<file path="src/hdl/mssa_pkg.sv">
`timescale 1ns / 1ps

package mssa_pkg;

  localparam int FACTOR_FRAC_BITS_DEFAULT = 24;
  localparam int CFG_INDEX_W = 1;
  localparam int CFG_DATA_W = 32;

  localparam logic [CFG_INDEX_W-1:0] REG_SCALE_FACTOR = 1'b0;
  localparam logic [CFG_INDEX_W-1:0] REG_WEIGHTED_MASK = 1'b1;

  localparam logic [31:0] SCALE_FACTOR_RESET = 32'h0100_0000;

  typedef enum logic [3:0] {
    S_IDLE,
    S_MUL_AS,
    S_MUL_FACTOR,
    S_FORM,
    S_SQUARE,
    S_WV,
    S_WSQ_LO,
    S_WSQ_HI,
    S_ACC,
    S_SUMSQ,
    S_EMIT
  } state_t;

  typedef enum logic [2:0] {
    MUL_ACT_SLOPE,
    MUL_FACTOR,
    MUL_SQUARE,
    MUL_WV,
    MUL_WSQ_LO,
    MUL_WSQ_HI
  } mul_op_t;

  typedef struct packed {
    logic    load;
    logic    mul_en;
    mul_op_t mul_op;
    logic    form;
    logic    cap_sq;
    logic    cap_wv;
    logic    cap_wsq_lo;
    logic    accumulate;
    logic    sumsq;
    logic    emit;
  } ctrl_t;

  typedef struct packed {
    logic pixel_include;
    logic pixel_last;
    logic last;
  } status_t;

endpackage

</file>
<file path="src/hdl/mssa_controller.sv">
`timescale 1ns / 1ps

module mssa_controller (
  input  logic              clk,
  input  logic              rst,
  input  logic              pixel_valid,
  output logic              pixel_stall,
  output logic              result_valid,
  input  logic              result_stall,
  input  mssa_pkg::status_t status,
  output mssa_pkg::ctrl_t   ctrl
);
  import mssa_pkg::*;

  state_t state;
  state_t state_next;
  logic   result_valid_next;

  always_ff @(posedge clk) begin
    if (rst) begin
      state <= S_IDLE;
      result_valid <= 1'b0;
    end else begin
      state <= state_next;
      result_valid <= result_valid_next;
    end
  end

  always_comb begin
    state_next = state;
    ctrl = '0;
    ctrl.mul_op = MUL_ACT_SLOPE;
    pixel_stall = 1'b1;
    case (state)
      S_IDLE: begin
        pixel_stall = 1'b0;
        if (pixel_valid) begin
          ctrl.load = 1'b1;
          if (status.pixel_include) begin
            state_next = S_MUL_AS;
          end else if (status.pixel_last) begin
            state_next = S_EMIT;
          end
        end
      end
      S_MUL_AS: begin
        ctrl.mul_en = 1'b1;
        ctrl.mul_op = MUL_ACT_SLOPE;
        state_next = S_MUL_FACTOR;
      end
      S_MUL_FACTOR: begin
        ctrl.mul_en = 1'b1;
        ctrl.mul_op = MUL_FACTOR;
        state_next = S_FORM;
      end
      S_FORM: begin
        ctrl.form = 1'b1;
        state_next = S_SQUARE;
      end
      S_SQUARE: begin
        ctrl.mul_en = 1'b1;
        ctrl.mul_op = MUL_SQUARE;
        state_next = S_WV;
      end
      S_WV: begin
        ctrl.mul_en = 1'b1;
        ctrl.mul_op = MUL_WV;
        ctrl.cap_sq = 1'b1;
        state_next = S_WSQ_LO;
      end
      S_WSQ_LO: begin
        ctrl.mul_en = 1'b1;
        ctrl.mul_op = MUL_WSQ_LO;
        ctrl.cap_wv = 1'b1;
        state_next = S_WSQ_HI;
      end
      S_WSQ_HI: begin
        ctrl.mul_en = 1'b1;
        ctrl.mul_op = MUL_WSQ_HI;
        ctrl.cap_wsq_lo = 1'b1;
        state_next = S_ACC;
      end
      S_ACC: begin
        ctrl.accumulate = 1'b1;
        state_next = S_SUMSQ;
      end
      S_SUMSQ: begin
        ctrl.sumsq = 1'b1;
        state_next = status.last ? S_EMIT : S_IDLE;
      end
      S_EMIT: begin
        if (!(result_valid && result_stall)) begin
          ctrl.emit = 1'b1;
          state_next = S_IDLE;
        end
      end
      default: begin
        state_next = S_IDLE;
      end
    endcase
    result_valid_next = ctrl.emit || (result_valid && result_stall);
  end

endmodule

</file>
<file path="src/hdl/mssa_datapath.sv">
`timescale 1ns / 1ps

module mssa_datapath #(
  parameter int FACTOR_FRAC_BITS = mssa_pkg::FACTOR_FRAC_BITS_DEFAULT
) (
  input  logic                             clk,
  input  logic                             rst,
  input  logic                             cfg_write,
  input  logic [mssa_pkg::CFG_INDEX_W-1:0] cfg_index,
  input  logic [mssa_pkg::CFG_DATA_W-1:0]  cfg_data,
  input  logic                             first,
  input  logic                             is_last,
  input  logic [15:0]                      activity,
  input  logic [15:0]                      slope,
  input  logic [15:0]                      mask_value,
  input  mssa_pkg::ctrl_t                  ctrl,
  output mssa_pkg::status_t                status,
  output logic [31:0]                      peak_value,
  output logic [63:0]                      total_sum,
  output logic [63:0]                      total_sum_squares,
  output logic [63:0]                      total_weight
);
  import mssa_pkg::*;

  localparam int SHR = (FACTOR_FRAC_BITS >= 16) ? FACTOR_FRAC_BITS - 16 : 0;
  localparam int SHL = (FACTOR_FRAC_BITS < 16) ? 16 - FACTOR_FRAC_BITS : 0;
  localparam int OVF_SHIFT = 32 + SHR - SHL;

  function automatic logic [63:0] sat_add(input logic [63:0] a, input logic [63:0] b);
    logic [64:0] s;
    s = {1'b0, a} + {1'b0, b};
    return s[64] ? '1 : s[63:0];
  endfunction

  logic [31:0] scale_factor;
  logic        weighted_mask;

  logic [15:0] act_r;
  logic [15:0] slope_r;
  logic [15:0] mask_r;
  logic        last_r;

  logic [63:0] mul_res;
  logic [31:0] v_r;
  logic [47:0] sq_r;
  logic [47:0] wv_r;
  logic [47:0] wsq_lo_r;
  logic [63:0] wsq_r;

  logic [31:0] peak_reg;
  logic [63:0] sum_reg;
  logic [63:0] sum_squares_reg;
  logic [63:0] weight_reg;

  logic [31:0] mul_a;
  logic [31:0] mul_b;
  logic [15:0] weight;
  logic [63:0] shifted;
  logic        ovf;
  logic [31:0] form_v;
  logic [63:0] wsq;

  assign status.pixel_include = (mask_value != 16'd0);
  assign status.pixel_last = is_last;
  assign status.last = last_r;

  assign weight = weighted_mask ? mask_r : 16'd1;

  always_comb begin
    mul_a = 32'd0;
    mul_b = 32'd0;
    case (ctrl.mul_op)
      MUL_ACT_SLOPE: begin
        mul_a = {16'd0, act_r};
        mul_b = {16'd0, slope_r};
      end
      MUL_FACTOR: begin
        mul_a = scale_factor;
        mul_b = mul_res[31:0];
      end
      MUL_SQUARE: begin
        mul_a = v_r;
        mul_b = v_r;
      end
      MUL_WV: begin
        mul_a = v_r;
        mul_b = {16'd0, weight};
      end
      MUL_WSQ_LO: begin
        mul_a = sq_r[31:0];
        mul_b = {16'd0, weight};
      end
      MUL_WSQ_HI: begin
        mul_a = {16'd0, sq_r[47:32]};
        mul_b = {16'd0, weight};
      end
      default: begin
        mul_a = 32'd0;
        mul_b = 32'd0;
      end
    endcase
  end

  always_comb begin
    ovf = (mul_res >> OVF_SHIFT) != 64'd0;
    shifted = (mul_res >> SHR) << SHL;
    form_v = ovf ? '1 : shifted[31:0];
    wsq = {mul_res[31:0], 32'd0} + {16'd0, wsq_lo_r};
  end

  always_ff @(posedge clk) begin
    if (rst) begin
      scale_factor <= SCALE_FACTOR_RESET;
      weighted_mask <= 1'b0;
    end else if (cfg_write) begin
      case (cfg_index)
        REG_SCALE_FACTOR: begin
          scale_factor <= cfg_data[31:0];
        end
        REG_WEIGHTED_MASK: begin
          weighted_mask <= cfg_data[0];
        end
        default: begin
        end
      endcase
    end
  end

  always_ff @(posedge clk) begin
    if (rst) begin
      peak_reg <= 32'd0;
      sum_reg <= 64'd0;
      sum_squares_reg <= 64'd0;
      weight_reg <= 64'd0;
    end else begin
      if (ctrl.load && first) begin
        peak_reg <= 32'd0;
        sum_reg <= 64'd0;
        sum_squares_reg <= 64'd0;
        weight_reg <= 64'd0;
      end
      if (ctrl.form && (form_v > peak_reg)) begin
        peak_reg <= form_v;
      end
      if (ctrl.accumulate) begin
        sum_reg <= sat_add(sum_reg, {16'd0, wv_r});
        weight_reg <= sat_add(weight_reg, {48'd0, weight});
      end
      if (ctrl.sumsq) begin
        sum_squares_reg <= sat_add(sum_squares_reg, wsq_r);
      end
    end
  end

  always_ff @(posedge clk) begin
    if (ctrl.load) begin
      act_r <= activity;
      slope_r <= slope;
      mask_r <= mask_value;
      last_r <= is_last;
    end
    if (ctrl.mul_en) begin
      mul_res <= {32'd0, mul_a} * {32'd0, mul_b};
    end
    if (ctrl.form) begin
      v_r <= form_v;
    end
    if (ctrl.cap_sq) begin
      sq_r <= mul_res[63:16];
    end
    if (ctrl.cap_wv) begin
      wv_r <= mul_res[47:0];
    end
    if (ctrl.cap_wsq_lo) begin
      wsq_lo_r <= mul_res[47:0];
    end
    if (ctrl.accumulate) begin
      wsq_r <= wsq;
    end
    if (ctrl.emit) begin
      peak_value <= peak_reg;
      total_sum <= sum_reg;
      total_sum_squares <= sum_squares_reg;
      total_weight <= weight_reg;
    end
  end

endmodule

</file>
<file path="src/hdl/masked_suv_stats_accumulator.sv">
`timescale 1ns / 1ps

// Masked statistics accumulator: each pixel request carries activity, slope and mask, and the
// block keeps the peak, sum, sum of squares and weight of the included pixels, emitting them
// as one result request after a pixel marked last. All products go through one shared 32 by
// 32 multiplier, six of them per included pixel, stepped by the controller. A new pixel is
// taken only in the idle state: an included pixel holds the block until its results are
// accumulated, a masked-out pixel that is not last does not hold it, and a last pixel makes
// the block load the result register once no previous result is still stalled.
module masked_suv_stats_accumulator #(
  parameter int FACTOR_FRAC_BITS = mssa_pkg::FACTOR_FRAC_BITS_DEFAULT
) (
  input  logic                             clk,
  input  logic                             rst,
  input  logic                             cfg_write,
  input  logic [mssa_pkg::CFG_INDEX_W-1:0] cfg_index,
  input  logic [mssa_pkg::CFG_DATA_W-1:0]  cfg_data,
  input  logic                             pixel_valid,
  output logic                             pixel_stall,
  input  logic                             first,
  input  logic                             is_last,
  input  logic [15:0]                      activity,
  input  logic [15:0]                      slope,
  input  logic [15:0]                      mask_value,
  output logic                             result_valid,
  input  logic                             result_stall,
  output logic [31:0]                      peak_value,
  output logic [63:0]                      total_sum,
  output logic [63:0]                      total_sum_squares,
  output logic [63:0]                      total_weight
);
  import mssa_pkg::*;

  ctrl_t   ctrl;
  status_t status;

  mssa_controller u_controller (
    .clk          (clk),
    .rst          (rst),
    .pixel_valid  (pixel_valid),
    .pixel_stall  (pixel_stall),
    .result_valid (result_valid),
    .result_stall (result_stall),
    .status       (status),
    .ctrl         (ctrl)
  );

  mssa_datapath #(
    .FACTOR_FRAC_BITS (FACTOR_FRAC_BITS)
  ) u_datapath (
    .clk               (clk),
    .rst               (rst),
    .cfg_write         (cfg_write),
    .cfg_index         (cfg_index),
    .cfg_data          (cfg_data),
    .first             (first),
    .is_last           (is_last),
    .activity          (activity),
    .slope             (slope),
    .mask_value        (mask_value),
    .ctrl              (ctrl),
    .status            (status),
    .peak_value        (peak_value),
    .total_sum         (total_sum),
    .total_sum_squares (total_sum_squares),
    .total_weight      (total_weight)
  );

endmodule

</file>
<file path="config.mk">
export PLATFORM = sky130hd
export DESIGN_NAME = masked_suv_stats_accumulator
export DESIGN_NICKNAME = d
export VERILOG_FILES = /design/src/hdl/mssa_pkg.sv /design/src/hdl/mssa_controller.sv /design/src/hdl/mssa_datapath.sv /design/src/hdl/masked_suv_stats_accumulator.sv
export SDC_FILE = /design/constraint.sdc
export NUM_CORES = 2
export LEC_CHECK = 0
export ABC_AREA = 1
export BUFFER_PORTS_ARGS = -buffer_cell sky130_fd_sc_hd__buf_2
export CAP_MARGIN = 0
export CORE_MARGIN = 2
export CORE_UTILIZATION = 60
export DETAILED_ROUTE_END_ITERATION = 8
export PLACE_DENSITY_LB_ADDON = 0.15
export SLEW_MARGIN = 40
export SYNTH_ARGS = -nofsm -noshare
export SYNTH_HDL_FRONTEND = slang
export SYNTH_SLANG_ARGS = --single-unit
</file>
<file path="constraint.sdc">
create_clock -name clk -period 14.2 [get_ports clk]
set_clock_uncertainty 0.15 [all_clocks]
set_input_delay 1.42 -clock clk [delete_from_list [all_inputs] [get_ports clk]]
set_output_delay 1.42 -clock clk [all_outputs]
set_load 0.05 [all_outputs]
</file>
Word level (Yosys, flattened, before mapping) --
Index checks and enable logic that the tools add are counted.
Storage, ports and cells: flip-flop bits (word level) 839, bits of input ports 88, output and inout port bits 226, word-level logic and storage cells 94
Operators by class: $add $sub $neg 4, multipliers 1, magnitude comparators 1, eq/ne operators 18, mux-type cells 31, bitwise gates (word level) 1, reduce and logical (&&, ||, !) cells 16
Operators with widths (number):
- two-way mux 64 bit | 7
- one-hot mux 32 bit (5 select lines) | 1
- one-hot mux 32 bit (4 select lines) | 1
- two-way mux 32 bit | 3
- adder 64 x 16 -> 65 bit | 1
- adder 64 x 48 -> 65 bit | 1
- adder 64 x 64 -> 65 bit | 1
- adder 64 x 48 -> 64 bit | 1
- multiplier 32 x 32 -> 64 bit | 1
- nonzero test 64 bit | 1
- one-hot mux 4 bit (11 select lines) | 1
- > comparator 32 bit | 1
- one-hot mux 4 bit (6 select lines) | 1
- two-way mux 4 bit | 5
- equality test 4 x 3 -> 1 bit, second input constant | 4
- two-way mux 16 bit | 1
- nonzero test 16 bit | 1
- equality test 4 bit, second input constant | 3
- two-way mux 1 bit | 11
- equality test 4 x 2 -> 1 bit, second input constant | 2
- equality test 3 x 2 -> 1 bit, second input constant | 2
- equality test 3 bit, second input constant | 2
- nonzero test 2 bit | 3
- equality test 4 x 1 -> 1 bit, second input constant | 1
- other kinds (12) | 16

Depth between registers and ports, before layout --
word-level depth 6, mapped depth 41

Hierarchy --
From an unflattened synthesis, not the netlist that was laid out.
Second synthesis, totals: cell total of the unflattened synthesis 9760, area, all modules 78693.0 um2
Modules (own cells, without submodules):
- mssa_datapath | times used 1, cells an instance 9696, area each 78311.4 um2
- mssa_controller | times used 1, cells an instance 64, area each 381.6 um2

Worst setup path before layout --
Ideal clock, no wire load.
path kind input -> register, start point in result_stall, end point reg u_datapath.peak_value[0] (enable), arrival 11.917 ns, data required time 13.166 ns, slack 1.249 ns, stages on the path 1, path buffers 0, cell sequence a21oi_1
On the way: cells in the longest elaborated chain, start to end 3
Ends and longest elaborated chain:
- start: declaration | RTL line masked_suv_stats_accumulator.sv:26 | input logic result_stall,
- logical AND 1 bit | RTL line mssa_controller.sv:92 | if (!(result_valid && result_stall)) begin
- two-way mux 1 bit | RTL line mssa_controller.sv:92
- two-way mux 1 bit | RTL line mssa_controller.sv:34 | case (state)
- end signal: assignment | RTL line mssa_datapath.sv:181 | peak_value <= peak_reg;
- end: declaration | RTL line mssa_datapath.sv:18 | output logic [31:0] peak_value,
No other way between the ends. A chain may end at the register's enable or synchronous reset.

Worst setup path in the final report --
start point reg u_controller.state[1], end point reg u_datapath.mul_res[63], data pin
On the way: cells in the longest elaborated chain, start to end 6, elaborated cells on any way between the ends 18, those cells by class mul (1); eq/ne (11); mux (3); reduce/logical (3)
Ends and longest elaborated chain:
- start: declaration | RTL line mssa_controller.sv:15 | state_t state;
- start signal: assignment | RTL line mssa_controller.sv:24 | state <= state_next;
- equality test 4 x 3 -> 1 bit, or another cell as far along | RTL line mssa_controller.sv:34
- one-hot mux 4 bit (6 select lines) (*) | RTL line mssa_controller.sv:34
- equality test 3 x 2 -> 1 bit or equality test 3 bit (tied branches) | RTL line mssa_datapath.sv:72 | case (ctrl.mul_op)
- OR reduction 3 bit (no source line) or OR reduction 2 bit (tied branches)
- one-hot mux 32 bit (4 select lines) or one-hot mux 32 bit (5 select lines) (tied branches) | RTL line mssa_datapath.sv:72
- multiplier 32 x 32 -> 64 bit (*) | RTL line mssa_datapath.sv:163 | mul_res <= {32'd0, mul_a} * {32'd0, mul_b};
- end signal: assignment | RTL line mssa_datapath.sv:163
- end: declaration | RTL line mssa_datapath.sv:43 | logic [63:0] mul_res;
Mark *: on every way between the ends. The rest lies on a longest branch, timed or not.

==> qor.csv <==
metric,value,unit
TNS Setup,0,ps
Yosys top cell by area,fa_1,
first-pass GRT wire length,404700,um
minimum clock period,9852,ps
Slew Limit Fails,0,
critical path's slowest cell,fa_1,
"CTS clk-pin slew, worst paths",60,ps
Area Growth Syn to Fin,8.384,%
CTS tree,built,
status,"complete, no violations",
Reg2Reg Launch Point,u_controller.state[1],
worst setup margin,4348,ps
ys async rst share,0,%
Worst path max stage delay,860,ps
Post-Place Worst Slack,4604,ps
slew at the pin closest to its max-slew limit,928.4,ps
critical path depth,34,
drt drc,0,
CTS sink cnt,839,
drt pass-1 iters,8,
Vias,67420,
Critical Path Sink,u_datapath.mul_res[63],
DIE AREA,133100,um^2
main combinational cell family by area after synthesis,adder cells,
Non-Filler Instances,11710,
starting density of the core,60.39,%
Worst R2R Path Depth,34,
number of synthesis warnings,0,
syn nets,11100,
vias in the first global route,66400,
CTS Buf Count,91,
clock buffer depth,3,
num rows,132,
Peak Freq,0.1015,GHz
Adder-Cell Fraction of Synth Area,30.10,%
routed len/inst,23.46,um
Unique masters post-synth,58,
post-synthesis simple-gate area fraction,21.38,%
WS Path Type,flip-flop to flip-flop,
placed inst area,81380,um^2
"Hold-fix buffers, CTS",0,
top cell type's share of synthesized area,23.07,%
Starting DRT DRC Count,7325,
Die Y,364.8,um
post-synthesis compound-gate area fraction,6.114,%
Post-synth top flop,edfxtp_1,
GP Congestion,1.049,
"Hold Vio Cnt, Final",0,
Die W,364.8,um
CTS H-Tree Depth,3,
Core ar.,129300,um^2
Worst Path Buf+Inv,10,
Top Ports,314,
grt total ovfl,0,
RSZ-0062 raised after global routing,false,
"Largest delay share family, worst path",adder cells,
Final period util,69.38,%
R2R Setup Slk,4350,ps
largest net degree at the start of global routing,132,
Post-Synth XOR/XNOR Area,1.806,%
Worst Path Max Fanout,37,
CTS root buf,clkbuf_16,
worst hold path class,flip-flop to flip-flop,
Worst Setup SP,u_controller.state[1],
CP startpoint kind,flip-flop,
post-synthesis mux area share,0,%
largest cells by area after synthesis,"fa_1, edfxtp_1, nand2_1, inv_1, ha_1",
max-cap viol count,0,
detailed placement HPWL,217500,um
"EDFF count, synth",577,
port buffer count,313,
setup repair bufs after CTS,0,
Mapped Avg Cell Area,8.076,um^2
fraction of layout cells with a size suffix above 1,7.057,%
Vias/cell,5.759,
synthesis-stage register bit count,839,
DRT antenna net count,0,
crit path capture type,flip-flop,
Crit path required time,14510,ps
final instance area,84650,um^2
nets@finish,11310,
RR Endpoint,u_datapath.mul_res[63],
Syn Inst Count,9670,
number of gates resized after cts,0,
Placed Cells,11530,
max_slew headroom,38.11,%
WL final,274700,um
worst path arrival time,10160,ps
Final setup viols,0,
initial antenna violation count,8,
"Top cell by count, worst path",fa_1,
"Seq/Total Area, Yosys",28.90,%
synthesized area,78100,um^2
GRT Total Usage,41.36,%
clk_lat worst skew,740,ps
[metrics by stage]
step | hold slack [ps] | util [%]
3_5_place_dp | 254.5 | 62.93
5_1_grt | 261.1 | 65.45
2_1_floorplan | 250.3 | -
3_3_place_gp | 252.5 | 62.83
6_report | 252.6 | 65.46
4_1_cts | 251.6 | 65.31
[per-layer routing]
layer  wire (um)  GRT usage [%]  vias up  share of wire (%)
li1            -              -    30060                  -
met1      101700          51.87    32330                 37
met2      121000          63.27     3970                 44
met3       29910          10.69     1062                 11
met4       22040          27.69        2                8.0
met5          11              0        -             0.0040
[worst reg2reg max path: cells and delay by family, from the launching register on]
kind                       cells  cell delay [ps]
adders and majority gates      9             4650
buffers and inverters         10             1840
and+or+nand+nor               12             1770
AOI/OAI and AO/OA              3              680
DFF                            1              490
[placed cells by master (no fill, tap or decap), types with 20 or more instances in the layout]
cell type	synthesis	layout
a21oi_1	437	436
a31oi_1	23	23
buf_2	149	312
buf_4	9	71
clkbuf_16	0	93
clkinv_2	0	20
dfxtp_1	262	262
edfxtp_1	577	577
fa_1	900	900
ha_1	439	439
inv_1	2021	2018
inv_2	53	55
nand2_1	2577	2574
nand3_1	417	417
nand4_1	67	67
nor2_1	917	912
nor3_1	67	65
nor4_1	23	23
o21ai_0	222	222
xnor2_1	20	20
xor2_1	141	141
[Yosys cell counts (17+ instances only)]
cell type,instances
a21oi_1,437
a221oi_1,17
a31oi_1,23
buf_2,149
clkbuf_1,104
dfxtp_1,262
edfxtp_1,577
fa_1,900
ha_1,439
inv_1,2021
inv_2,53
nand2_1,2577
nand3_1,417
nand4_1,67
nor2_1,917
nor3_1,67
nor4_1,23
o21ai_0,222
o21ai_1,18
xnor2_1,20
xor2_1,141
[worst min path at each step]
stage                             from                    to  slack (ps)  cells past startpoint
2_1_floorplan   u_datapath.wsq_lo_r[0]   u_datapath.wsq_r[0]         250                      0
3_3_place_gp   u_datapath.wsq_lo_r[28]  u_datapath.wsq_r[28]         250                      0
3_5_place_dp   u_datapath.wsq_lo_r[25]  u_datapath.wsq_r[25]         250                      0
4_1_cts        u_datapath.wsq_lo_r[23]  u_datapath.wsq_r[23]         250                      0
5_1_grt        u_datapath.wsq_lo_r[23]  u_datapath.wsq_r[23]         260                      0
6_report       u_datapath.wsq_lo_r[23]  u_datapath.wsq_r[23]         250                      0
[layout make-up]
| class | instances | area [um^2] |
|---|---|---|
| multi-input cells | 6474 | 46570 |
| fillers | 11120 | 44670 |
| flip-flops and latches | 839 | 22570 |
| inverters | 2078 | 7807 |
| clock buffers | 121 | 2535 |
| repair buffers | 402 | 2429 |
| well taps | 1742 | 2180 |
| clock inverters | 48 | 544.3 |
| diodes | 4 | 10.01 |
[cell families after synthesis]
logic type / count (synthesis)
and+or+nand+nor: 4148
buffers and inverters: 2357
adders and majority gates: 1339
DFF: 839
AOI/OAI and AO/OA: 826
xor gates and xnor gates: 161
Power is not shown: default switching activity piles up to over one toggle a cycle in this logic, so the estimate is an artifact.
